**config.mk**
```make
export PLATFORM = sky130hd
export DESIGN_NAME = two_axis_deadband_tracker_drive
export DESIGN_NICKNAME = d
export VERILOG_FILES = /design/src/design/tdtd_pkg.sv /design/src/design/tdtd_axis.sv /design/src/design/two_axis_deadband_tracker_drive.sv
export SDC_FILE = /design/constraint.sdc
export NUM_CORES = 1
export LEC_CHECK = 0
export BUFFER_PORTS_ARGS = -buffer_cell sky130_fd_sc_hd__buf_2
export CAP_MARGIN = 10
export CORE_ASPECT_RATIO = 0.5
export CORE_MARGIN = 2
export CORE_UTILIZATION = 50
export CTS_BUF_LIST = sky130_fd_sc_hd__clkbuf_4
export DETAILED_ROUTE_END_ITERATION = 8
export HOLD_SLACK_MARGIN = 0.06
export PLACE_DENSITY = 0.68
export SETUP_SLACK_MARGIN = 0.4
export SYNTH_ARGS = -nofsm -noshare
export SYNTH_HDL_FRONTEND = slang
export SYNTH_SLANG_ARGS = --single-unit
```
**constraint.sdc**
```tcl
create_clock -name clock -period 5.34 [get_ports clock]
set_clock_uncertainty 0.05 [all_clocks]
set_input_delay 0.534 -clock clock [delete_from_list [all_inputs] [get_ports clock]]
set_output_delay 0.534 -clock clock [all_outputs]
set_load 0.1 [all_outputs]
```
**src/design/tdtd_pkg.sv**
```systemverilog
// Package for the two-axis deadband tracker drive: widths, reset values, codes and types.
`default_nettype none

package tdtd_pkg;

   localparam int SAMPLE_BITS_DEFAULT = 12;
   localparam int CFG_W = 12;
   localparam int DUTY_W = 12;
   localparam int CSR_IDX_W = 3;

   localparam logic [CFG_W-1:0] START_THRESHOLD_RESET = 12'd100;
   localparam logic [CFG_W-1:0] STOP_THRESHOLD_RESET = 12'd75;
   localparam logic [CFG_W-1:0] FULL_SCALE_RESET = 12'd340;
   localparam logic [CFG_W-1:0] DUTY_MAX_RESET = 12'd742;
   localparam logic [CFG_W-1:0] DUTY_MIN_RESET = 12'd218;

   typedef enum logic [CSR_IDX_W-1:0] {
      CSR_START_THRESHOLD = 3'd0,
      CSR_STOP_THRESHOLD = 3'd1,
      CSR_FULL_SCALE = 3'd2,
      CSR_DUTY_MAX = 3'd3,
      CSR_DUTY_MIN = 3'd4
   } csr_reg_type;

   typedef enum logic [2:0] {
      AXIS_IDLE,
      AXIS_MUL,
      AXIS_DIV,
      AXIS_FIN,
      AXIS_DONE
   } axis_state_type;

   typedef struct packed {
      logic [CFG_W-1:0] start_threshold;
      logic [CFG_W-1:0] stop_threshold;
      logic [CFG_W-1:0] full_scale;
      logic [CFG_W-1:0] duty_max;
      logic [CFG_W-1:0] duty_min;
   } cfg_type;

   typedef struct packed {
      logic done;
      logic [DUTY_W-1:0] duty;
      logic fwd;
      logic rev;
   } axis_result_type;

endpackage

`default_nettype wire

```
**src/design/tdtd_axis.sv**
```systemverilog
// One axis of the tracker drive: deadband decision and bit-serial scaled duty.
`default_nettype none

module tdtd_axis #(
   parameter int SAMPLE_BITS = tdtd_pkg::SAMPLE_BITS_DEFAULT
) (
   input  wire logic clock,
   input  wire logic reset,
   input  wire logic start,
   input  wire logic ack,
   input  wire logic signed [SAMPLE_BITS:0] diff,
   input  wire tdtd_pkg::cfg_type cfg,
   output tdtd_pkg::axis_result_type result
);

   localparam int DW = tdtd_pkg::DUTY_W;
   localparam int CMP_W = (SAMPLE_BITS > DW) ? SAMPLE_BITS : DW;
   localparam int STEPS = DW;
   localparam int CNT_W = $clog2(STEPS);
   localparam int SUM_W = DW + 2;
   localparam logic [CNT_W-1:0] LAST_STEP = CNT_W'(STEPS - 1);

   tdtd_pkg::axis_state_type state_ff, state_in;
   logic [CNT_W-1:0] cnt_ff, cnt_in;
   logic [DW-1:0] hi_ff, hi_in;
   logic [DW-1:0] lo_ff, lo_in;
   logic [DW-1:0] span_ff, span_in;
   logic neg_ff, neg_in;
   logic [DW-1:0] duty_ff, duty_in;
   logic [1:0] dirs_ff, dirs_in;

   logic [SAMPLE_BITS:0] mag_full;
   logic [CMP_W-1:0] mag;
   logic diff_pos;
   logic [DW:0] span_s;
   logic [DW:0] add_sum;
   logic [DW:0] rem_try;
   logic [DW:0] rem_sub;
   logic rem_ge;
   logic [SUM_W-1:0] quot_s;
   logic [SUM_W-1:0] duty_sum;

   always_comb begin
      mag_full = diff[SAMPLE_BITS] ? (~diff + 1'b1) : diff;
      mag = CMP_W'(mag_full[SAMPLE_BITS-1:0]);
      diff_pos = !diff[SAMPLE_BITS] && (diff != '0);
      span_s = {1'b0, cfg.duty_max} - {1'b0, cfg.duty_min};
      add_sum = {1'b0, hi_ff} + (lo_ff[0] ? {1'b0, span_ff} : '0);
      rem_try = {hi_ff, lo_ff[DW-1]};
      rem_sub = rem_try - {1'b0, cfg.full_scale};
      rem_ge = rem_try >= {1'b0, cfg.full_scale};
      quot_s = neg_ff ? (SUM_W'(0) - {2'b00, lo_ff}) : {2'b00, lo_ff};
      duty_sum = {2'b00, cfg.duty_min} + quot_s;
   end

   always_ff @(posedge clock) begin
      if (reset) begin
         state_ff <= tdtd_pkg::AXIS_IDLE;
         duty_ff <= '0;
         dirs_ff <= '0;
      end else begin
         state_ff <= state_in;
         duty_ff <= duty_in;
         dirs_ff <= dirs_in;
      end
   end

   always_ff @(posedge clock) begin
      cnt_ff <= cnt_in;
      hi_ff <= hi_in;
      lo_ff <= lo_in;
      span_ff <= span_in;
      neg_ff <= neg_in;
   end

   always_comb begin
      state_in = state_ff;
      cnt_in = cnt_ff;
      hi_in = hi_ff;
      lo_in = lo_ff;
      span_in = span_ff;
      neg_in = neg_ff;
      duty_in = duty_ff;
      dirs_in = dirs_ff;
      case (state_ff)
         tdtd_pkg::AXIS_IDLE: begin
            if (start) begin
               state_in = tdtd_pkg::AXIS_DONE;
               if (mag >= CMP_W'(cfg.start_threshold)) begin
                  dirs_in = diff_pos ? 2'b01 : 2'b10;
                  if (mag > CMP_W'(cfg.full_scale)) begin
                     duty_in = cfg.duty_max;
                  end else if (cfg.full_scale == '0) begin
                     // Only a zero magnitude gets here; the quotient counts as zero.
                     duty_in = cfg.duty_min;
                  end else begin
                     state_in = tdtd_pkg::AXIS_MUL;
                     cnt_in = '0;
                     hi_in = '0;
                     lo_in = mag[DW-1:0];
                     neg_in = span_s[DW];
                     span_in = span_s[DW] ? DW'(~span_s + 1'b1) : span_s[DW-1:0];
                  end
               end else if (mag < CMP_W'(cfg.stop_threshold)) begin
                  duty_in = '0;
                  dirs_in = '0;
               end
            end
         end
         tdtd_pkg::AXIS_MUL: begin
            hi_in = add_sum[DW:1];
            lo_in = {add_sum[0], lo_ff[DW-1:1]};
            cnt_in = cnt_ff + 1'b1;
            if (cnt_ff == LAST_STEP) begin
               cnt_in = '0;
               state_in = tdtd_pkg::AXIS_DIV;
            end
         end
         tdtd_pkg::AXIS_DIV: begin
            hi_in = rem_ge ? rem_sub[DW-1:0] : rem_try[DW-1:0];
            lo_in = {lo_ff[DW-2:0], rem_ge};
            cnt_in = cnt_ff + 1'b1;
            if (cnt_ff == LAST_STEP) begin
               cnt_in = '0;
               state_in = tdtd_pkg::AXIS_FIN;
            end
         end
         tdtd_pkg::AXIS_FIN: begin
            if (duty_sum[SUM_W-1]) begin
               duty_in = '0;
            end else if (duty_sum[SUM_W-2]) begin
               duty_in = '1;
            end else begin
               duty_in = duty_sum[DW-1:0];
            end
            state_in = tdtd_pkg::AXIS_DONE;
         end
         tdtd_pkg::AXIS_DONE: begin
            if (ack) begin
               state_in = tdtd_pkg::AXIS_IDLE;
            end
         end
         default: begin
            state_in = tdtd_pkg::AXIS_IDLE;
         end
      endcase
   end

   assign result.done = (state_ff == tdtd_pkg::AXIS_DONE);
   assign result.duty = duty_ff;
   assign result.fwd = dirs_ff[0];
   assign result.rev = dirs_ff[1];

endmodule

`default_nettype wire

```
**src/design/two_axis_deadband_tracker_drive.sv**
```systemverilog
// Top level of the two-axis deadband tracker drive: handshakes, registers, output beat.
//
//   channel   direction  handshake               payload
//   req_      in         req_valid / req_ready   north, south, east, west levels
//   rsp_      out        rsp_valid / rsp_ready   tilt and pan duty and direction lines
//   csr_      in         csr_write_en            csr_index, csr_wdata (12 bits)
//
// A beat whose axes both land outside the proportional range (full drive, stop or
// hold) goes from acceptance straight to each axis's done state. A proportional
// beat runs 12 shift-add multiply steps and 12 restoring divide steps in each
// axis engine, then a clamp step, before its done state. The next request beat is
// taken once the previous result has moved into the output register, so a stalled
// consumer holds back at most one further beat. Reset is synchronous, active high,
// and restores the register defaults and zero held outputs.
`default_nettype none

module two_axis_deadband_tracker_drive #(
   parameter int SAMPLE_BITS = tdtd_pkg::SAMPLE_BITS_DEFAULT
) (
   input  wire logic clock,
   input  wire logic reset,
   input  wire logic req_valid,
   output logic req_ready,
   input  wire logic [SAMPLE_BITS-1:0] req_north_level,
   input  wire logic [SAMPLE_BITS-1:0] req_south_level,
   input  wire logic [SAMPLE_BITS-1:0] req_east_level,
   input  wire logic [SAMPLE_BITS-1:0] req_west_level,
   output logic rsp_valid,
   input  wire logic rsp_ready,
   output logic [tdtd_pkg::DUTY_W-1:0] rsp_tilt_duty,
   output logic rsp_tilt_dir_fwd,
   output logic rsp_tilt_dir_rev,
   output logic [tdtd_pkg::DUTY_W-1:0] rsp_pan_duty,
   output logic rsp_pan_dir_fwd,
   output logic rsp_pan_dir_rev,
   input  wire logic csr_write_en,
   input  wire logic [tdtd_pkg::CSR_IDX_W-1:0] csr_index,
   input  wire logic [tdtd_pkg::CFG_W-1:0] csr_wdata
);

   tdtd_pkg::cfg_type cfg_ff, cfg_in;

   // The busy flag covers a beat from acceptance until its result is registered.
   logic busy_ff, busy_in;
   logic rsp_valid_ff, rsp_valid_in;
   logic [tdtd_pkg::DUTY_W-1:0] tilt_duty_ff, pan_duty_ff;
   logic tilt_fwd_ff, tilt_rev_ff, pan_fwd_ff, pan_rev_ff;

   logic accept;
   logic load;
   logic signed [SAMPLE_BITS:0] tilt_diff;
   logic signed [SAMPLE_BITS:0] pan_diff;
   tdtd_pkg::axis_result_type tilt_res;
   tdtd_pkg::axis_result_type pan_res;

   assign req_ready = !busy_ff;
   assign accept = req_valid && req_ready;

   // The result moves to the output register once both axes have finished and the
   // register is empty or being emptied in the same cycle.
   assign load = tilt_res.done && pan_res.done && (!rsp_valid_ff || rsp_ready);

   assign tilt_diff = $signed({1'b0, req_north_level}) - $signed({1'b0, req_south_level});
   assign pan_diff = $signed({1'b0, req_east_level}) - $signed({1'b0, req_west_level});

   always_comb begin
      cfg_in = cfg_ff;
      if (csr_write_en) begin
         case (csr_index)
            tdtd_pkg::CSR_START_THRESHOLD: cfg_in.start_threshold = csr_wdata;
            tdtd_pkg::CSR_STOP_THRESHOLD: cfg_in.stop_threshold = csr_wdata;
            tdtd_pkg::CSR_FULL_SCALE: cfg_in.full_scale = csr_wdata;
            tdtd_pkg::CSR_DUTY_MAX: cfg_in.duty_max = csr_wdata;
            tdtd_pkg::CSR_DUTY_MIN: cfg_in.duty_min = csr_wdata;
            default: cfg_in = cfg_ff;
         endcase
      end
   end

   always_comb begin
      busy_in = busy_ff;
      if (accept) begin
         busy_in = 1'b1;
      end else if (load) begin
         busy_in = 1'b0;
      end
      rsp_valid_in = rsp_valid_ff;
      if (load) begin
         rsp_valid_in = 1'b1;
      end else if (rsp_ready) begin
         rsp_valid_in = 1'b0;
      end
   end

   always_ff @(posedge clock) begin
      if (reset) begin
         cfg_ff.start_threshold <= tdtd_pkg::START_THRESHOLD_RESET;
         cfg_ff.stop_threshold <= tdtd_pkg::STOP_THRESHOLD_RESET;
         cfg_ff.full_scale <= tdtd_pkg::FULL_SCALE_RESET;
         cfg_ff.duty_max <= tdtd_pkg::DUTY_MAX_RESET;
         cfg_ff.duty_min <= tdtd_pkg::DUTY_MIN_RESET;
         busy_ff <= 1'b0;
         rsp_valid_ff <= 1'b0;
      end else begin
         cfg_ff <= cfg_in;
         busy_ff <= busy_in;
         rsp_valid_ff <= rsp_valid_in;
      end
   end

   // Output payload registers need no reset; they are only seen with rsp_valid.
   always_ff @(posedge clock) begin
      if (load) begin
         tilt_duty_ff <= tilt_res.duty;
         tilt_fwd_ff <= tilt_res.fwd;
         tilt_rev_ff <= tilt_res.rev;
         pan_duty_ff <= pan_res.duty;
         pan_fwd_ff <= pan_res.fwd;
         pan_rev_ff <= pan_res.rev;
      end
   end

   tdtd_axis #(
      .SAMPLE_BITS(SAMPLE_BITS)
   ) u_tilt (
      .clock(clock),
      .reset(reset),
      .start(accept),
      .ack(load),
      .diff(tilt_diff),
      .cfg(cfg_ff),
      .result(tilt_res)
   );

   tdtd_axis #(
      .SAMPLE_BITS(SAMPLE_BITS)
   ) u_pan (
      .clock(clock),
      .reset(reset),
      .start(accept),
      .ack(load),
      .diff(pan_diff),
      .cfg(cfg_ff),
      .result(pan_res)
   );

   assign rsp_valid = rsp_valid_ff;
   assign rsp_tilt_duty = tilt_duty_ff;
   assign rsp_tilt_dir_fwd = tilt_fwd_ff;
   assign rsp_tilt_dir_rev = tilt_rev_ff;
   assign rsp_pan_duty = pan_duty_ff;
   assign rsp_pan_dir_fwd = pan_fwd_ff;
   assign rsp_pan_dir_rev = pan_rev_ff;

`ifndef NO_ASSERTIONS
   // An accepted beat keeps the input side closed until its result is registered.
   a_busy_after_accept: assert property (@(posedge clock) disable iff (reset)
      accept |=> !req_ready)
      else $error("request taken while a beat is in flight");

   // A finished axis always belongs to a beat that is still in flight.
   a_done_means_busy: assert property (@(posedge clock) disable iff (reset)
      (tilt_res.done || pan_res.done) |-> busy_ff)
      else $error("axis finished with no beat in flight");

   // An axis never drives both bridge inputs.
   a_dirs_exclusive: assert property (@(posedge clock) disable iff (reset)
      rsp_valid |-> !(rsp_tilt_dir_fwd && rsp_tilt_dir_rev) &&
                    !(rsp_pan_dir_fwd && rsp_pan_dir_rev))
      else $error("both direction lines high");

   // A stopped tilt axis reports zero duty.
   a_stop_zero_duty: assert property (@(posedge clock) disable iff (reset)
      (rsp_valid && !rsp_tilt_dir_fwd && !rsp_tilt_dir_rev) |-> (rsp_tilt_duty == '0))
      else $error("tilt duty nonzero while stopped");
`endif

endmodule

`default_nettype wire

```
# After elaboration in Yosys (flattened, before gate mapping)
# Index checks and enable logic that the tools add are counted.
[op_classes] eq_ne=32 order_cmp=8 n_mux=78 bitwise_logic=6 n_reduce_logical=45 addsub=16
[op_table] op="$mux W12" count=35
[op_table] op="$pmux W12 S3" count=4
[op_table] op="$pmux W12 S2" count=2
[op_table] op="$sub A12 B12 Y13" count=3
[op_table] op="$add A12 B1 Y12 const B" count=3
[op_table] op="$mux W3" count=12
[op_table] op="$mux W4" count=9
[op_table] op="$not A12 Y12" count=3
[op_table] op="$pmux W3 S5" count=2
[op_table] op="$reduce_and A5 Y1" count=6
[op_table] op="$add A12 B14 Y14" count=2
[op_table] op="$mux W14" count=2
[op_table] op="$add A12 B12 Y13" count=2
[op_table] op="$ge A13 B12 Y1" count=2
[op_table] op="$reduce_bool A13 Y1" count=2
[op_table] op="$sub A1 B12 Y13 const A" count=2
[op_table] op="$ge A12 B12 Y1" count=2
[op_table] op="$gt A12 B12 Y1" count=2
[op_table] op="$lt A12 B12 Y1" count=2
[op_table] op="$sub A12 B12 Y12" count=2
[op_table] op="$eq A3 B2 Y1 const B" count=6
[op_table] op="$ne A2 B2 Y1 const B" count=8
[op_table] op="$pmux W4 S2" count=2
[op_table] op="$reduce_and A4 Y1" count=4
[op_table] op="21 further kinds" count=66
[totals] register_bits=206 in_bits=68

# Depth between registers and ports, before layout
# Gate-level depths: netlist of the first run.
[logic_depth] depth_word=9 mapped_depth=23

# Cells and area by module
# From an unflattened synthesis of the first run, not the netlist that was laid out.
[hier_totals] cells_unflattened=2016 area_unflattened_um2=17274.1
[modules_own_cells] module="tdtd_axis (u_pan)" seq_area_each_um2=1571.5 cells_each=775 n_inst=1 area_per_inst_um2=6570.1
[modules_own_cells] module="tdtd_axis (u_tilt)" seq_area_each_um2=1571.5 cells_each=760 n_inst=1 area_per_inst_um2=6449.9
[modules_own_cells] module="two_axis_deadband_tracker_drive" seq_area_each_um2=2082.0 cells_each=481 n_inst=1 area_per_inst_um2=4254.1

# Least setup slack after synthesis of the first run
# OpenSTA, ideal clock, no wires.
[synth_timing] kind="in2reg" startpoint="input req_east_level[0]" endpoint="register u_pan.hi_ff[0], enable pin" arrival_ns=5.171 path_buffers=0 cell_stages=18 slack_ns=-0.289 cell_sequence="inv_1 ha_1 inv_1 fa_1 a211oi_1 o21ai_1 a21oi_1 o21ai_1 a31oi_1 o31ai_1 xnor2_1 ha_1 a211o_1 a31oi_1 o21ai_1 o21ai_1 nand2_1 o21ai_1"
[synth_between] elab_chain_cells=7 word_cells_on_any_way=9 classes_between="2 x add/sub; 2 x order compare; 2 x eq/ne; 1 x mux; 1 x bitwise; 1 x reduce/logical"
[synth_rtl] element="start: declaration" line="two_axis_deadband_tracker_drive.sv:26" rtl="input wire logic [SAMPLE_BITS-1:0] req_east_level,"
[synth_rtl] element="$sub A12 B12 Y13 *" line="two_axis_deadband_tracker_drive.sv:64" rtl="assign pan_diff = $signed({1'b0, req_east_level}) - $signed({1'b0, req_west_level});"
[synth_rtl] element="$not A12 Y12" line="tdtd_axis.sv:44" rtl="mag_full = diff[SAMPLE_BITS] ? (~diff + 1'b1) : diff;"
[synth_rtl] element="$add A12 B1 Y12" line="tdtd_axis.sv:44"
[synth_rtl] element="$mux W12 *" line="tdtd_axis.sv:44"
[synth_rtl] element="$ge A12 B12 Y1 or $gt A12 B12 Y1 (tied branches)" line="tdtd_axis.sv:89, tdtd_axis.sv:91"
[synth_rtl] element="$ne A2 B1 Y1 (no line) or $ne A2 B2 Y1 (tied branches)"
[synth_rtl] element="$reduce_and A5 Y1 (no line) *"
[synth_rtl] element="end signal: assignment" line="tdtd_axis.sv:70" rtl="hi_ff <= hi_in;"
[synth_rtl] element="end: declaration" line="tdtd_axis.sv:25" rtl="logic [DW-1:0] hi_ff, hi_in;"
# Every way passes the cells marked *; elsewhere a longest branch is shown, timed or not.
# A chain may end at the register's enable or synchronous reset.

# Worst setup path after layout of the first run
[layout_timing] startpoint="input req_north_level[0]" endpoint="register u_tilt.duty_ff[6]"
[layout_between] elab_chain_cells=9 word_cells_on_any_way=14 classes_between="2 x add/sub; 3 x order compare; 2 x eq/ne; 5 x mux; 1 x bitwise; 1 x reduce/logical"
[layout_rtl] element="start: declaration" line="two_axis_deadband_tracker_drive.sv:24" rtl="input wire logic [SAMPLE_BITS-1:0] req_north_level,"
[layout_rtl] element="$sub A12 B12 Y13 *" line="two_axis_deadband_tracker_drive.sv:63" rtl="assign tilt_diff = $signed({1'b0, req_north_level}) - $signed({1'b0, req_south_level});"
[layout_rtl] element="$not A12 Y12" line="tdtd_axis.sv:44"
[layout_rtl] element="$add A12 B1 Y12" line="tdtd_axis.sv:44"
[layout_rtl] element="$mux W12 *" line="tdtd_axis.sv:44"
[layout_rtl] element="$gt A12 B12 Y1" line="tdtd_axis.sv:91" rtl="if (mag > CMP_W'(cfg.full_scale)) begin"
[layout_rtl] element="$mux W12" line="tdtd_axis.sv:91"
[layout_rtl] element="$mux W12" line="tdtd_axis.sv:89" rtl="if (mag >= CMP_W'(cfg.start_threshold)) begin"
[layout_rtl] element="$mux W12" line="tdtd_axis.sv:87" rtl="if (start) begin"
[layout_rtl] element="$pmux W12 S2" line="tdtd_axis.sv:85" rtl="case (state_ff)"
[layout_rtl] element="end signal: assignment" line="tdtd_axis.sv:63" rtl="duty_ff <= duty_in;"
[layout_rtl] element="end: declaration" line="tdtd_axis.sv:29" rtl="logic [DW-1:0] duty_ff, duty_in;"
# Every way passes the cells marked *; elsewhere a longest branch is shown, timed or not. The select of a mux whose other input is x is not followed.

==> results of run 1 <==
==> through the flow <==
step | cells | setup WS, ps | setup TNS, ps | power [mW]
global route | 2426 | 394 | 0 | 7.19
finish | 2426 | 672 | 0 | 6.75
floorplan | 1803 | 409 | 0 | 4.39
global placement | 2322 | -65.3 | -550 | 5.21
detailed placement | 2322 | -125 | -6680 | 5.23
CTS | 2424 | 626 | 0 | 6.70
==> final timing paths <==
path,start,end,slack [ps],cells after the start
min,csr_wdata[1],cfg_ff[25],110,3
max,req_north_level[0],u_tilt.duty_ff[6],670,24
min reg2reg,u_tilt.duty_ff[2],rsp_tilt_duty[2],380,0
max reg2reg,u_tilt.lo_ff[0],u_tilt.duty_ff[2],1200,14
==> power by group through the flow <==
stage,registers [mW],clock network [mW],logic [mW]
after floorplan,2.22,0,2.17
after global placement,2.22,0,2.99
after detailed placement,2.22,0,3.01
after CTS,2.19,1.47,3.04
after global routing,2.21,1.55,3.43
final,2.19,1.45,3.11
==> cell families after synthesis <==
| kind of cell | share of synthesized area |
|---|---|
| buf+inv | 0.0430 |
| compound gates | 0.197 |
| flops | 0.331 |
| fa+ha+maj | 0.158 |
| xor+xnor | 0.0711 |
| simple gates | 0.170 |
| mux | 0.0292 |
==> placed cells by master (no fill, tap or decap), types with 28 or more instances in the layout <==
cell type,Yosys,final
sky130_fd_sc_hd__a21oi_1,134,134
sky130_fd_sc_hd__xnor2_1,92,90
sky130_fd_sc_hd__nor2_1,149,147
sky130_fd_sc_hd__o21ai_0,37,37
sky130_fd_sc_hd__nor3_1,53,53
sky130_fd_sc_hd__xor2_1,36,35
sky130_fd_sc_hd__edfxtp_1,110,110
sky130_fd_sc_hd__buf_2,2,97
sky130_fd_sc_hd__clkbuf_4,0,76
sky130_fd_sc_hd__nand2_1,196,195
sky130_fd_sc_hd__and2_1,30,30
sky130_fd_sc_hd__o21ai_1,52,51
sky130_fd_sc_hd__inv_1,126,125
sky130_fd_sc_hd__a21o_1,35,35
sky130_fd_sc_hd__nand3_1,28,28
sky130_fd_sc_hd__buf_4,0,49
sky130_fd_sc_hd__dfxtp_1,96,96
sky130_fd_sc_hd__mux2i_1,46,46
sky130_fd_sc_hd__ha_1,185,185
==> registers in the layout, summed over array words and instances (netlist names), 3 cells and up <==
register and flops:
u_tilt.hi_ff 12, u_tilt.duty_ff 12, u_pan.lo_ff 12, u_pan.state_ff 3
rsp_pan_duty 12, u_pan.duty_ff 12, u_tilt.lo_ff 12, cfg_ff 60
u_pan.hi_ff 12, rsp_tilt_duty 12, u_tilt.state_ff 3, u_pan.cnt_ff 4
u_tilt.cnt_ff 4, u_tilt.span_ff 12, u_pan.span_ff 12
==> routing by layer <==
layer | track usage | wire [microns]
met5 | 0 | 0
met4 | 0.0905 | 1270
met3 | 0.0627 | 3840
met2 | 0.404 | 18400
met1 | 0.402 | 21700
==> worst reg2reg max path, cell delays in order, from the launching register on <==
cell,delay (ps)
sky130_fd_sc_hd__edfxtp_1,730
sky130_fd_sc_hd__inv_1,140
sky130_fd_sc_hd__ha_1,320
sky130_fd_sc_hd__nand2_1,70
sky130_fd_sc_hd__o21ai_0,240
sky130_fd_sc_hd__fa_1,530
sky130_fd_sc_hd__a211oi_1,310
sky130_fd_sc_hd__o21ai_1,120
sky130_fd_sc_hd__a21oi_1,260
sky130_fd_sc_hd__o211ai_1,160
sky130_fd_sc_hd__a21oi_1,190
sky130_fd_sc_hd__xnor2_1,420
sky130_fd_sc_hd__a21oi_1,210
sky130_fd_sc_hd__nor3_1,230
sky130_fd_sc_hd__nor3_1,70
==> Yosys cell counts, types with 11 or more instances <==
cell / number / area [sq um]
sky130_fd_sc_hd__or3_1: 15 / 93.8
sky130_fd_sc_hd__nor2b_1: 22 / 138
sky130_fd_sc_hd__edfxtp_1: 110 / 3300
sky130_fd_sc_hd__nand2b_1: 15 / 93.8
sky130_fd_sc_hd__a21oi_1: 134 / 671
sky130_fd_sc_hd__a211o_1: 13 / 114
sky130_fd_sc_hd__o21bai_1: 11 / 82.6
sky130_fd_sc_hd__a211oi_1: 20 / 150
sky130_fd_sc_hd__and2_1: 30 / 188
sky130_fd_sc_hd__o21ai_0: 37 / 185
sky130_fd_sc_hd__nor2_1: 149 / 559
sky130_fd_sc_hd__o21a_1: 22 / 165
sky130_fd_sc_hd__xor2_1: 36 / 315
sky130_fd_sc_hd__nand3b_1: 16 / 120
sky130_fd_sc_hd__nand2_1: 196 / 736
sky130_fd_sc_hd__o22ai_1: 23 / 144
sky130_fd_sc_hd__clkbuf_1: 46 / 173
sky130_fd_sc_hd__ha_1: 185 / 2310
sky130_fd_sc_hd__a21o_1: 35 / 263
sky130_fd_sc_hd__xnor2_1: 92 / 806
sky130_fd_sc_hd__nand4_1: 12 / 75.1
sky130_fd_sc_hd__o21ai_1: 52 / 260
sky130_fd_sc_hd__a22oi_1: 18 / 135
sky130_fd_sc_hd__inv_1: 126 / 473
sky130_fd_sc_hd__nor3_1: 53 / 265
sky130_fd_sc_hd__mux2i_1: 46 / 460
sky130_fd_sc_hd__dfxtp_1: 96 / 1920
sky130_fd_sc_hd__nand3_1: 28 / 140
sky130_fd_sc_hd__o31ai_1: 20 / 150
==> cell type report <==
type | count | share of cell area
multi-input combinational | 1419 | 0.557
sequential | 206 | 0.293
timing repair buffer | 157 | 0.0551
clock buffer | 76 | 0.0320
tap | 423 | 0.0296
inverter | 127 | 0.0267
clock inverter | 17 | 0.00708
antenna | 1 | 0.000140
==> timing repair <==
item                                    CTS  global route
hold endpoints to repair                 17             0
setup buffers                             0             1
gates resized for setup                   0             8
hold buffers                              9             0
endpoints found under the setup margin    0           104
==> flow_summary.yaml, run 1 <==
clock_network:
  numCtsBuffers: 50
  tritoncts: "yes"
  path_clk_slew_ps: 80
  htreeDepth: 2
  clock-root-buffer: "sky130_fd_sc_hd__clkbuf_4"
  cts_max_path_buffers: 3
  clk_latency_ps: 740
  cts_sinks: 206
worst_setup_path:
  largest_driver_fanout_on_the_critical_path: 12
  critical-path-top-delay-family: "compound AO/OA/AOI/OAI gates"
  timing.critical_path.to_type: "flop"
  cp_slowest_cell: "sky130_fd_sc_hd__a2111oi_1"
  path_common_cell: "sky130_fd_sc_hd__buf_4"
  slowest_delay_ps: 450
  critPathBufInv: 6
  startpoint_type: "input port"
  path_cells: "buf_2 -> inv_1 -> ha_1 -> inv_1 -> fa_1 -> a211oi_1 -> nor2_1 -> o21ai_0 -> a22oi_1 -> a211o_1 -> or2_1 -> o41a_1 -> xor2_1 -> ha_1 -> nand3_1 -> a2111oi_0 -> a2111oi_1 -> buf_4 -> o21bai_1 -> buf_4 -> a211oi_1 -> buf_4 -> nor2_1 -> nor3_1"
  worst-endpoint-required_ps: 5920
  critPathArrivalTime_ps: 5240
  criticalPathCategory: "in -> reg"
routing:
  drt_first_iter_violations: 1228
  vias_per_cell: 5.78
  route.vias.total: 14000
  firstDrtPassIters: 5
  detail_route.wirelength_microns: 45200
  antenna_violating_nets_post_route: 0
  detail_route.wl_per_cell_microns: 18.6
  number_of_remaining_drc_errors: 0
power:
  clock_power_share: 0.215
  power.switching_fraction: 0.407
  switching_power_mw: 2.74
  peakVddDrop_mv: 0.156
  ratio_of_total_power_to_cell_area_nw_per_um2: 378
  power.share.sequential: 0.324
  power.static_leakage_nw: 7.55
  cell_internal_pwr_mw: 4.01
  power.combinational.fraction: 0.460
sta:
  timing.final.max_slew_violations: 0
  rsz0062_at_grt: "yes"
  tightestPinTransition_ps: 1040
  finalSetupViolCount: 0
  highest_attainable_clock_frequency_mhz: 214
  slew_margin_rel: 0.305
  fin_hold_ws_ps: 112
  timing_hold_violations_final: 0
  fin_crit_sh: 0.874
  final.min_clock_period_ps: 4670
synthesis:
  synth_warnings: 0
  synth_fp_nets: 2065
  synth_edf_count: 110
  synth_flop_cell: "sky130_fd_sc_hd__edfxtp_1"
  netlist-cell-type-count: 72
  synth_async_sr_flop_share: 0
  total_of_flip_flops_plus_latches_after_synthesis: 206
  synth_area_sq_um: 15800
  synth_sequential_area_ratio: 0.331
  number_of_standard_cells_after_synthesis: 1803
  synth_area_per_cell_sq_um: 8.74
layout:
  fill_cells: 2822
  layout.area.seq_sq_um: 5230
  final_design_area_no_fill_sq_um: 17900
  area_taken_by_multi_input_logic_gates_sq_um: 9940
  design.final.nets: 2223
  layout.core_utilization: 0.582
  fraction_of_layout_cells_with_a_size_suffix_above_1: 0.125
  area_added_between_synthesis_and_finish_pct: 13.3
grt:
  antenna_found_initial: 1
  number_of_global_route_vias_before_repair: 13100
  global_route_wire_length_before_repair_microns: 70600
  gr-total-overflow: 0
  grt_max_degree: 48
  globalRouteTotalUtil: 0.276
hold_path:
  classification_of_the_worst_slack_hold_path: "in -> reg"
floorplanning:
  die_width_microns: 255
  num_rows: 45
  core_region_area_sq_um: 30700
  i_o_pins: 98
  starting_density: 0.514
  floorplan.die_area_sq_um: 33100
  chipHeight_microns: 130
run_status:
  status: "complete, no violations"
job:
  cap_viol_max_count: 0
placed_design:
  port-buffer-count: 97
  gp_congestion: 0.956
  dpl_cell_area_sq_um: 17000
  hpwlAfterDp_microns: 34500
No activity file was read; power rests on OpenSTA's default activity.
==> inputs of run 2 (changes only) <==
--- a/config.mk
+++ b/config.mk
@@ -13,7 +13,7 @@
 export CTS_BUF_LIST = sky130_fd_sc_hd__clkbuf_4
 export DETAILED_ROUTE_END_ITERATION = 8
 export HOLD_SLACK_MARGIN = 0.06
-export PLACE_DENSITY = 0.68
+export PLACE_DENSITY = 0.66
 export SETUP_SLACK_MARGIN = 0.4
 export SYNTH_ARGS = -nofsm -noshare
 export SYNTH_HDL_FRONTEND = slang
==> constraint.sdc (replaced) <==
create_clock -name clock -period 4.54 [get_ports clock]
set_clock_uncertainty 0.05 [all_clocks]
set_input_delay 0.454 -clock clock [delete_from_list [all_inputs] [get_ports clock]]
set_output_delay 0.454 -clock clock [all_outputs]
set_load 0.1 [all_outputs]
==> flow_summary.yaml, run 2 (synthesis gave the netlist of run 1 again) <==
clock_network:
  tritoncts: "yes"
  path_clk_slew_ps: 70
  clock-root-buffer: "sky130_fd_sc_hd__clkbuf_4"
  clk_latency_ps: 730
  cts_max_path_buffers: 3
  cts_sinks: 206
  numCtsBuffers: 51
  htreeDepth: 2
sta:
  finalSetupViolCount: 0
  setup_slack_of_the_critical_path_after_layout_ps: 353
  rsz0062_at_grt: "yes"
  timing.final.max_slew_violations: 0
  slew_margin_rel: 0.198
  fin_crit_sh: 0.922
  tightestPinTransition_ps: 1200
  fin_hold_ws_ps: 158
  final.min_clock_period_ps: 4190
  timing_hold_violations_final: 0
  highest_attainable_clock_frequency_mhz: 239
job:
  cap_viol_max_count: 0
worst_setup_path:
  reg_to_reg_critical_path_startpoint: "u_tilt.neg_ff"
  timing.critical_path.to_type: "flop"
  path_common_cell: "sky130_fd_sc_hd__buf_4"
  worst-endpoint-required_ps: 4900
  crit_start: "req_east_level[1]"
  path_cells: "buf_2 -> ha_1 -> nor2b_1 -> o31a_1 -> o31ai_2 -> a21o_1 -> xnor2_4 -> buf_6 -> o41ai_4 -> xnor2_2 -> ha_2 -> buf_4 -> nor2_1 -> nor3_2 -> a211oi_2 -> buf_4 -> buf_4 -> buf_6 -> nand2b_4 -> o21ai_4 -> clkbuf_16"
  criticalPathCategory: "in -> reg"
  critPathArrivalTime_ps: 4540
  startpoint_type: "input port"
  largest_driver_fanout_on_the_critical_path: 6
  cp_slowest_cell: "sky130_fd_sc_hd__o21ai_4"
  slowest_delay_ps: 360
  critPathBufInv: 7
  critical-path-top-delay-family: "compound AO/OA/AOI/OAI gates"
routing:
  detail_route.wl_per_cell_microns: 18.1
  route.vias.total: 14300
  vias_per_cell: 5.63
  antenna_violating_nets_post_route: 0
  detail_route.wirelength_microns: 46100
  drt_first_iter_violations: 1022
  firstDrtPassIters: 8
  number_of_remaining_drc_errors: 0
layout:
  largest_register: "cfg_ff"
  fill_cells: 2592
  largest_register_ffs: 60
  layout.core_utilization: 0.643
  fraction_of_layout_cells_with_a_size_suffix_above_1: 0.219
  design.final.nets: 2341
  area_added_between_synthesis_and_finish_pct: 25.2
  layout.cells.most_common: "sky130_fd_sc_hd__nand2_1"
  commonest_non_fill_non_tap_cells_in_the_layout: "192 x sky130_fd_sc_hd__nand2_1, 179 x sky130_fd_sc_hd__ha_1, 142 x sky130_fd_sc_hd__nor2_1"
grt:
  grt_max_degree: 63
  gr-total-overflow: 0
  globalRouteTotalUtil: 0.278
  antenna_found_initial: 1
  number_of_global_route_vias_before_repair: 13300
  global_route_wire_length_before_repair_microns: 70800
floorplanning:
  num_rows: 45
  die_width_microns: 255
  floorplan.die_area_sq_um: 33100
  core_region_area_sq_um: 30700
  starting_density: 0.514
  chipHeight_microns: 130
  i_o_pins: 98
hold_path:
  classification_of_the_worst_slack_hold_path: "in -> reg"
  hold_start: "req_valid"
placed_design:
  hpwlAfterDp_microns: 35000
  port-buffer-count: 97
  gp_congestion: 0.950
  worst_slack_placed_ps: -602
power:
  finalPower_mw: 8.80
  power.static_leakage_nw: 8.37
  peakVddDrop_mv: 0.167
  ratio_of_total_power_to_cell_area_nw_per_um2: 446
run_status:
  status: "complete, no violations"
-- run 2: cell types whose count changed in the layout (fill, tap and decap cells not counted), sizes merged --
cell         previous run  this run
dlygate4sd3             9        13
buf                   148       256
clkbuf                 76        84
bufinv                  2         1
-- run 2: routing by layer --
metal	up-vias	global-route usage	routed length, microns
li1	7121	-	-
met4	2	0.0788	1070
met2	527	0.413	18900
met3	87	0.0984	5060
met5	-	0.0243	110
met1	6579	0.379	21000
-- run 2: worst paths after layout --
check	endpoint	slack (ps)	depth (start not counted)
setup / recovery	u_pan.hi_ff[5]	350	21
hold / removal	busy_ff	160	3
setup reg to reg	u_tilt.duty_ff[11]	590	11
hold reg to reg	rsp_pan_duty[2]	380	0
-- run 2: what timing repair did --
action,in CTS,in global routing
gates resized for setup,41,66
setup endpoints to repair,95,113
hold buffers,13,0
cloned,1,6
setup buffers,7,17
hold endpoints to repair,58,0
pin swaps,27,26
-- run 2: metrics by stage --
| stage | cell area (sq um) | setup TNS, ps | instances |
|---|---|---|---|
| floorplan | 16200 | -3510 | 1803 |
| global placement | 18100 | -47070 | 2405 |
| detailed placement | 18100 | -52940 | 2405 |
| CTS | 19200 | 0 | 2521 |
| global route | 19700 | 0 | 2545 |
| finish | 19700 | 0 | 2545 |
-- run 2: worst reg2reg max path, cell delays in order, from the launching register on --
cell and delay (ps):
sky130_fd_sc_hd__edfxtp_1 570, sky130_fd_sc_hd__o21ai_0 630, sky130_fd_sc_hd__ha_1 370, sky130_fd_sc_hd__a211oi_1 210, sky130_fd_sc_hd__nor2_1 90, sky130_fd_sc_hd__o221ai_1 280
sky130_fd_sc_hd__a2111oi_0 230, sky130_fd_sc_hd__o211a_1 280, sky130_fd_sc_hd__o31ai_2 630, sky130_fd_sc_hd__a21oi_1 140, sky130_fd_sc_hd__nor3_1 250, sky130_fd_sc_hd__nor3_1 70
-- run 2: cell type report --
cell class	instances	area (sq um)	share of cell area
multi-input combinational	1419	10600	0.538
sequential	206	5230	0.265
timing repair buffer	274	2140	0.109
clock buffer	79	593	0.0301
tap	423	529	0.0268
inverter	127	517	0.0262
clock inverter	16	96.3	0.00488
antenna	1	2.50	0.000127
-- run 2: power by group --
| part | switching, mW | internal (mW) |
|---|---|---|
| Combinational | 2.46 | 2.09 |
| Clock | 0.821 | 0.851 |
| Sequential | 0.257 | 2.32 |
| Total | 3.54 | 5.26 |
==> inputs of run 3 (changes only) <==
--- a/config.mk
+++ b/config.mk
@@ -12,9 +12,10 @@
 export CORE_UTILIZATION = 50
 export CTS_BUF_LIST = sky130_fd_sc_hd__clkbuf_4
 export DETAILED_ROUTE_END_ITERATION = 8
+export GPL_TIMING_DRIVEN = 0
 export HOLD_SLACK_MARGIN = 0.06
 export PLACE_DENSITY = 0.66
-export SETUP_SLACK_MARGIN = 0.4
+export SETUP_SLACK_MARGIN = 0.3
 export SYNTH_ARGS = -nofsm -noshare
 export SYNTH_HDL_FRONTEND = slang
 export SYNTH_SLANG_ARGS = --single-unit
==> flow_summary.yaml, run 3 (synthesis gave the netlist of run 1 again) <==
worst_setup_path:
  startpoint_type: "input port"
  critPathArrivalTime_ps: 4950
  cp_slowest_cell: "sky130_fd_sc_hd__a2111oi_4"
  path_common_cell: "sky130_fd_sc_hd__ha_4"
  timing.rr.end: "u_tilt.duty_ff[1]"
  r2r.worst_path.cells: 15
  slowest_delay_ps: 490
  reg_to_reg_critical_path_startpoint: "u_tilt.lo_ff[0]"
  timing.critical_path.to_type: "flop"
  path_cells: "buf_6 -> inv_4 -> ha_4 -> inv_2 -> fa_2 -> a211oi_2 -> nor2_1 -> o21ai_1 -> a22oi_2 -> a211o_1 -> or2_1 -> o41a_1 -> xor2_4 -> ha_4 -> nand3_4 -> a21oi_4 -> a2111oi_4 -> o21bai_4 -> a211o_4 -> clkbuf_16 -> nor3_4 -> nor3_2"
  timing.reg2reg.setup_slack_ps: 390
  largest_driver_fanout_on_the_critical_path: 5
  criticalPathCategory: "in -> reg"
  worst-endpoint-required_ps: 5090
power:
  finalPower_mw: 8.84
  power.static_leakage_nw: 8.11
  peakVddDrop_mv: 0.176
  ratio_of_total_power_to_cell_area_nw_per_um2: 448
routing:
  route.vias.total: 14600
  antenna_violating_nets_post_route: 0
  number_of_remaining_drc_errors: 0
  vias_per_cell: 5.82
  detail_route.wl_per_cell_microns: 19.5
  drt_first_iter_violations: 1300
  detail_route.wirelength_microns: 48800
  firstDrtPassIters: 7
grt:
  grt_max_degree: 29
  antenna_found_initial: 1
  number_of_global_route_vias_before_repair: 13200
  globalRouteTotalUtil: 0.289
  gr-total-overflow: 0
  global_route_wire_length_before_repair_microns: 72900
placed_design:
  worst_slack_placed_ps: -1610
  dpl_cell_area_sq_um: 17200
  port-buffer-count: 96
  hpwlAfterDp_microns: 36000
  gp_congestion: 0.936
layout:
  commonest_non_fill_non_tap_cells_in_the_layout: "193 x sky130_fd_sc_hd__nand2_1, 171 x sky130_fd_sc_hd__ha_1, 134 x sky130_fd_sc_hd__nor2_1"
  largest_register_ffs: 60
  design.final.nets: 2302
  area_added_between_synthesis_and_finish_pct: 25.1
  layout.cells.most_common: "sky130_fd_sc_hd__nand2_1"
  largest_register: "cfg_ff"
  fraction_of_layout_cells_with_a_size_suffix_above_1: 0.213
  area_taken_by_multi_input_logic_gates_sq_um: 11200
  layout.area.seq_sq_um: 5230
  final_design_area_no_fill_sq_um: 19700
  fill_cells: 2616
hold_path:
  hold_end: "busy_ff"
  hold_start: "req_valid"
  classification_of_the_worst_slack_hold_path: "in -> reg"
  number_of_cells_on_the_worst_hold_path: 3
clock_network:
  tritoncts: "yes"
  cts_max_path_buffers: 3
  clk_latency_ps: 730
  clock-root-buffer: "sky130_fd_sc_hd__clkbuf_4"
  cts_sinks: 206
  htreeDepth: 2
  numCtsBuffers: 50
  path_clk_slew_ps: 80
sta:
  rsz0062_at_grt: "yes"
  highest_attainable_clock_frequency_mhz: 227
  timing.final.max_slew_violations: 0
  tightestPinTransition_ps: 1340
  timing_hold_violations_final: 0
  finalSetupViolCount: 0
  fin_crit_sh: 0.969
  setup_slack_of_the_critical_path_after_layout_ps: 140
  final.min_clock_period_ps: 4400
  slew_margin_rel: 0.108
floorplanning:
  die_width_microns: 255
  core_region_area_sq_um: 30700
  floorplan.die_area_sq_um: 33100
  chipHeight_microns: 130
  num_rows: 45
  i_o_pins: 98
  starting_density: 0.514
job:
  cap_viol_max_count: 0
run_status:
  status: "complete, no violations"
[run 3: what timing repair did]
item / in CTS / in global routing
gates resized for setup: 95 / 120
pin swaps: 49 / 82
hold endpoints to repair: 51 / 0
endpoints found under the setup margin: 113 / 109
buffers inserted: 38 / 28
hold buffers: 12 / 0
cloned: 4 / 5
[run 3: per-stage QoR]
| step | utilization | hold slack, ps | std cells | TNS (ps) |
|---|---|---|---|---|
| global placement | 0.560 | 362 | 2322 | -125690 |
| detailed placement | 0.560 | 366 | 2322 | -124990 |
| finish | 0.643 | 120 | 2503 | 0 |
| floorplan | - | 358 | 1803 | -3510 |
| global route | 0.643 | 110 | 2503 | 0 |
| CTS | 0.614 | 74.4 | 2467 | 0 |
[run 3: layout make-up]
type | instances | share of cell area
antenna | 1 | 0.000127
buffer | 51 | 0.0153
clock buffer | 74 | 0.0282
clock inverter | 17 | 0.00374
inverter | 127 | 0.0262
multi-input combinational | 1423 | 0.568
sequential | 206 | 0.265
tap | 423 | 0.0268
timing repair buffer | 180 | 0.0659
timing repair inverter | 1 | 0.000825
[run 3: routing by layer]
metal	wire length [microns]	part of all wire	GRT usage
met5	0	0	0
met4	1010	0.021	0.0640
met3	4690	0.096	0.0566
met2	20600	0.42	0.441
met1	22500	0.46	0.424
[run 3: how the worst max path moves through the flow]
| stage | start | endpoint | cells after the start |
|---|---|---|---|
| 2_1_floorplan | req_south_level[1] | u_tilt.hi_ff[0] | 18 |
| 3_3_place_gp | req_north_level[0] | u_tilt.duty_ff[4] | 23 |
| 3_5_place_dp | req_north_level[0] | u_tilt.duty_ff[8] | 23 |
| 4_1_cts | req_south_level[1] | u_tilt.duty_ff[2] | 20 |
| 5_1_grt | req_north_level[0] | u_tilt.duty_ff[9] | 23 |
| 6_report | req_north_level[0] | u_tilt.duty_ff[9] | 22 |
[run 3: where the power goes]
| group | switching (mW) | total (mW) | leakage (nW) | internal, mW |
|---|---|---|---|---|
| registers | 0.246 | 2.57 | 1.79 | 2.32 |
| logic | 2.65 | 4.70 | 5.94 | 2.05 |
| clock network | 0.819 | 1.57 | 0.380 | 0.750 |
[run 3: worst max-delay path, delay by kind of cell]
family	cells	cell delay (ps)
AO/OA/AOI/OAI	9	2250
XOR/XNOR	1	330
AND/OR/NAND/NOR	5	710
buffers and inverters	4	350
adder cells (fa/ha/maj)	3	810
